$ cat src/rtl/tcw_pkg.sv
package tcw_pkg;

  localparam int DefColumns = 80;
  localparam int DefRows    = 25;

  localparam int OPCODE_W    = 2;
  localparam int CHAR_W      = 8;
  localparam int IDX_W       = 11;
  localparam int POS_W       = 11;
  localparam int DATA_W      = 16;
  localparam int COLOR_W     = 4;
  localparam int CFG_IDX_W   = 1;
  localparam int IN_TDATA_W  = 24;
  localparam int OUT_TDATA_W = 32;

  typedef enum logic [OPCODE_W-1:0] {
    OP_PUT    = 2'd0,
    OP_CLEAR  = 2'd1,
    OP_READ   = 2'd2,
    OP_CURSOR = 2'd3
  } opcode_t;

  typedef enum logic [CFG_IDX_W-1:0] {
    CFG_FORE = 1'b0,
    CFG_BACK = 1'b1
  } cfg_reg_t;

  localparam logic [CHAR_W-1:0] CH_NEWLINE   = 8'h0A;
  localparam logic [CHAR_W-1:0] CH_BACKSPACE = 8'h08;

  typedef enum logic [2:0] {
    ST_INIT,
    ST_IDLE,
    ST_EXEC,
    ST_CLEAR,
    ST_SCROLL,
    ST_DRAIN,
    ST_DONE
  } state_t;

  typedef struct packed {
    logic latch;
    logic exec;
    logic cnt_clr;
    logic clr_wr;
    logic scr_step;
    logic out_load;
  } cmd_t;

  typedef struct packed {
    opcode_t op;
    logic    scroll_req;
    logic    cnt_last;
  } sts_t;

endpackage

$ cat src/rtl/tcw_ctrl.sv
module tcw_ctrl (
  input  logic          clk,
  input  logic          rst_n,
  input  logic          in_tvalid,
  output logic          in_tready,
  output logic          out_tvalid,
  input  logic          out_tready,
  input  tcw_pkg::sts_t sts,
  output tcw_pkg::cmd_t cmd
);
  import tcw_pkg::*;

  state_t state_r, state_nxt;
  logic   out_tvalid_r, out_tvalid_nxt;

  always_ff @(posedge clk) begin
    if (!rst_n) begin
      state_r      <= ST_INIT;
      out_tvalid_r <= 1'b0;
    end else begin
      state_r      <= state_nxt;
      out_tvalid_r <= out_tvalid_nxt;
    end
  end

  always_comb begin
    state_nxt = state_r;
    cmd       = '0;
    in_tready = 1'b0;
    unique case (state_r)
      ST_INIT: begin
        cmd.clr_wr = 1'b1;
        if (sts.cnt_last) begin
          state_nxt = ST_IDLE;
        end
      end
      ST_IDLE: begin
        in_tready = 1'b1;
        if (in_tvalid) begin
          cmd.latch = 1'b1;
          state_nxt = ST_EXEC;
        end
      end
      ST_EXEC: begin
        cmd.exec    = 1'b1;
        cmd.cnt_clr = 1'b1;
        if (sts.op == OP_CLEAR) begin
          state_nxt = ST_CLEAR;
        end else if (sts.scroll_req) begin
          state_nxt = ST_SCROLL;
        end else begin
          state_nxt = ST_DONE;
        end
      end
      ST_CLEAR: begin
        cmd.clr_wr = 1'b1;
        if (sts.cnt_last) begin
          state_nxt = ST_DONE;
        end
      end
      ST_SCROLL: begin
        cmd.scr_step = 1'b1;
        if (sts.cnt_last) begin
          state_nxt = ST_DRAIN;
        end
      end
      ST_DRAIN: begin
        state_nxt = ST_DONE;
      end
      ST_DONE: begin
        if (!out_tvalid_r || out_tready) begin
          cmd.out_load = 1'b1;
          state_nxt    = ST_IDLE;
        end
      end
      default: begin
        state_nxt = ST_INIT;
      end
    endcase
  end

  always_comb begin
    if (cmd.out_load) begin
      out_tvalid_nxt = 1'b1;
    end else if (out_tready) begin
      out_tvalid_nxt = 1'b0;
    end else begin
      out_tvalid_nxt = out_tvalid_r;
    end
  end

  assign out_tvalid = out_tvalid_r;

endmodule

$ cat config.mk
export PLATFORM = sky130hd
export DESIGN_NAME = tcw_ctrl
export DESIGN_NICKNAME = d
export VERILOG_FILES = /design/src/rtl/tcw_pkg.sv /design/src/rtl/tcw_ctrl.sv
export SDC_FILE = /design/constraint.sdc
export NUM_CORES = 1
export LEC_CHECK = 0
export BUFFER_PORTS_ARGS = -buffer_cell sky130_fd_sc_hd__buf_2
export CAP_MARGIN = 20
export CORE_AREA = 2 2 39 41
export CTS_CLUSTER_SIZE = 25
export DETAILED_ROUTE_END_ITERATION = 16
export DIE_AREA = 0 0 41 43
export SETUP_SLACK_MARGIN = 0.2
export SLEW_MARGIN = 20
export SYNTH_ARGS = -nofsm -noshare
export SYNTH_HDL_FRONTEND = slang
export SYNTH_SLANG_ARGS = --single-unit
$ cat constraint.sdc
create_clock -name clk -period 1.2 [get_ports clk]
set_input_delay 0.18 -clock clk [delete_from_list [all_inputs] [get_ports clk]]
set_output_delay 0.18 -clock clk [all_outputs]
set_load 0.1 [all_outputs]
==> impl_results.md <==
* Status: complete, but fails checks
* Failing checks: negative setup slack
* Setup crit start: state_r[0]$_SDFFE_PN0P_
* Skew final at 0.0112 ns
* Final Wtd Congestion at 0.773
* Mapped Cells at 41
* Crit path buffers/inverters at 1
* Share of layout cells above drive strength 1 at 73.1%
* PwrDens at 1160 mW/mm²
* Synthesized flop and latch total at 4
* Post-DP HPWL at 672 µm
* Final Hold Viols at 0
* Die Area at 0.00176 mm²
* IO buf count at 15
* Commonest cells after routing, fill and taps aside: buf_12 (9), buf_6 (8), buf_2 (7)
* Largest net degree at the start of global routing at 8
* ANT nets after route at 0
* Remaining global-route overflow at 0
* Worst path required time at 1.02 ns
* Hold Slack at 0.231 ns
* Nets@finish at 76
* H-tree depth at 1
* Reg2Reg Launch Point: state_r[1]$_SDFFE_PN0P_
* Critical Path, Cell by Cell: nand3b_1, nor2b_2, buf_12
* Maximum buffer depth of the clock tree at 2
* Diode count at 0
* Layout filler cell count at ~120
* Met1 wire length at 374 µm
* WL/cell at approximately 12 µm
* Startpoint Class: flop
* Post-route cell area at roughly 770 µm²
* Critical Path End Type: output pin
* Multi-input logic area at around 300 µm²
* Register area at just over 90 µm²
* Worst Tran Pin Value at 0.271 ns
* CP delay by family, top: flip-flops
* Final setup vio count at 8
* Syn_nets at 49
* Uppermost layer routed: met4
* Register area share after synthesis at 24.5%
* Via Count at 397
* Hold path depth at 2
* Clock Latency Late Sink at between 0.2 and 0.25 ns
* Syn_area_per_cell at 7.96 µm²
* Pleak at 0.324 nW
* Total CTS buffers at 3
* HP Class: in -> reg
* Initial Util at 23.6%
* CP arrival at 1.18 ns
* Vias per Instance at 4.78
* Final Util at around 56%
* CP max FO at 7
* Relative slew margins at around four fifths
* DR WL met2 at 579 µm
* Synth unique cells at 24
* Die Ht at 43 µm
* Fin. max-slew vios at 0
* Hold_sp: rst_n
* WL final at 1.02 mm
* Syn. warnings at 0
* RSZ-0062 raised after global routing: true
* Number of global-route vias before repair at 380
* Critical Setup Path Class: reg -> out
* Synthesis-to-finish area growth at 136%
* Wire length on met3 at roughly 53 µm
* Residual DRC at 0
* Flop2flop setup slack at -0.01 ns
* Critical Path Max Stage Delay at 0.38 ns
* Initial antenna violation count at 0
* Cell Area, Placed at 597 µm²
* Die Wd at 41 µm
* Hold EP: state_r[1]$_SDFFE_PN0P_
* Design Power at between 0.8 and 0.9 mW
* CTS Root Buffer Type: clkbuf_4
* CTS Hold Bufs at 0
* CTS tree: done
* Min Clock Period, post-route at 1.36 ns
* DRT Pass-1 Iters at 2
* First-pass GRT wire length at 1.49 mm
* Fin crit share at 113%
* Worst-path clk slew at 0.04 ns
* Worst reg2reg path depth at 6
* Core Area at 0.00138 mm²
* CTS Sinks at 4
* Core Rows at 14
* GRT Resource Usage Total at 12.6%
* Initial DRC Count at 6
* Ports at 16
* FMAX at about 740 MHz
* PnR worst setup slack at -0.159 ns
* Max-capacitance violation count at 0
* FF-to-FF End: state_r[1]$_SDFFE_PN0P_
* Final setup TNS at -0.904 ns
* Slowest stage cell on the critical path: dfxtp_4
* Commonest non-fill, non-tap cell in the layout: buf_12
* Max VDD drop at between 0.5 and 0.6 mV
* Mapped Area at about 330 µm²
layer usage:
layer	up-vias	global-route usage [%]
li1	196	-
met1	185	13.2
met2	14	20.6
met3	2	4.71
met4	0	6.00
met5	-	0
power by group:
part	total, mW	leakage [nW]	switching (mW)	internal, mW
Combinational	0.548	0.274	0.306	0.242
Sequential	0.173	0.0353	0.0277	0.145
Clock	0.177	0.0150	0.0525	0.124
Total	0.898	0.324	0.386	0.511
flip-flops by register name (all words and copies together) (netlist names):
signal / flops
out_tvalid: 1
state_r: 3
area by class of cell:
class / count / area share, %
tap: 16 / 2.59
timing repair buffer: 27 / 42.5
multi-input combinational: 31 / 39.1
inverter: 1 / 0.486
clock buffer: 4 / 3.40
sequential: 4 / 12.0
metrics by stage:
| stage | setup WS [ns] | cells |
|---|---|---|
| after global routing | -0.187 | 83 |
| after global placement | 0.0268 | 72 |
| final | -0.159 | 83 |
| after CTS | -0.179 | 79 |
| after floorplan | -0.601 | 41 |
| after detailed placement | 0.0162 | 72 |
how the worst max path moves through the flow:
stage	cells after the start	end	slack, ns
floorplan	3	cmd[4]	-0.60
global placement	3	cmd[0]	0.03
detailed placement	3	cmd[0]	0.02
CTS	3	cmd[4]	-0.18
global route	3	cmd[4]	-0.19
finish	3	cmd[0]	-0.16
cells by family after synthesis:
family,synth area share [%]
and+or+nand+nor,35.6
buffers and inverters,13.0
AOI/OAI and AO/OA,21.1
DFF,24.5
xor gates and xnor gates,2.68
muxes,3.07
what timing repair did:
action	in CTS	in global routing
resized for setup	15	9
setup buffers	3	4
setup endpoints to repair	10	10
pin swaps	4	7
Yosys cell counts, drive strengths merged:
master  number  area [µm²]
nand3b       1        7.51
buf          5        38.8
nor2b        1        6.26
nand2        1        3.75
nand2b       5        33.8
nor2         5        18.8
a21boi       1        7.51
and2         2        12.5
dfxtp        4        80.1
o22ai        1        6.26
a21oi        1        5.00
nor3b        2        15.0
xor2         1        8.76
o211ai       2        15.0
o211a        2        20.0
mux2i        1        10.0
nand4b       1        8.76
o31a         1        8.76
nand3        2        10.0
inv          1        3.75
a31oi        1        6.26
(Power assumes the default switching activity.)
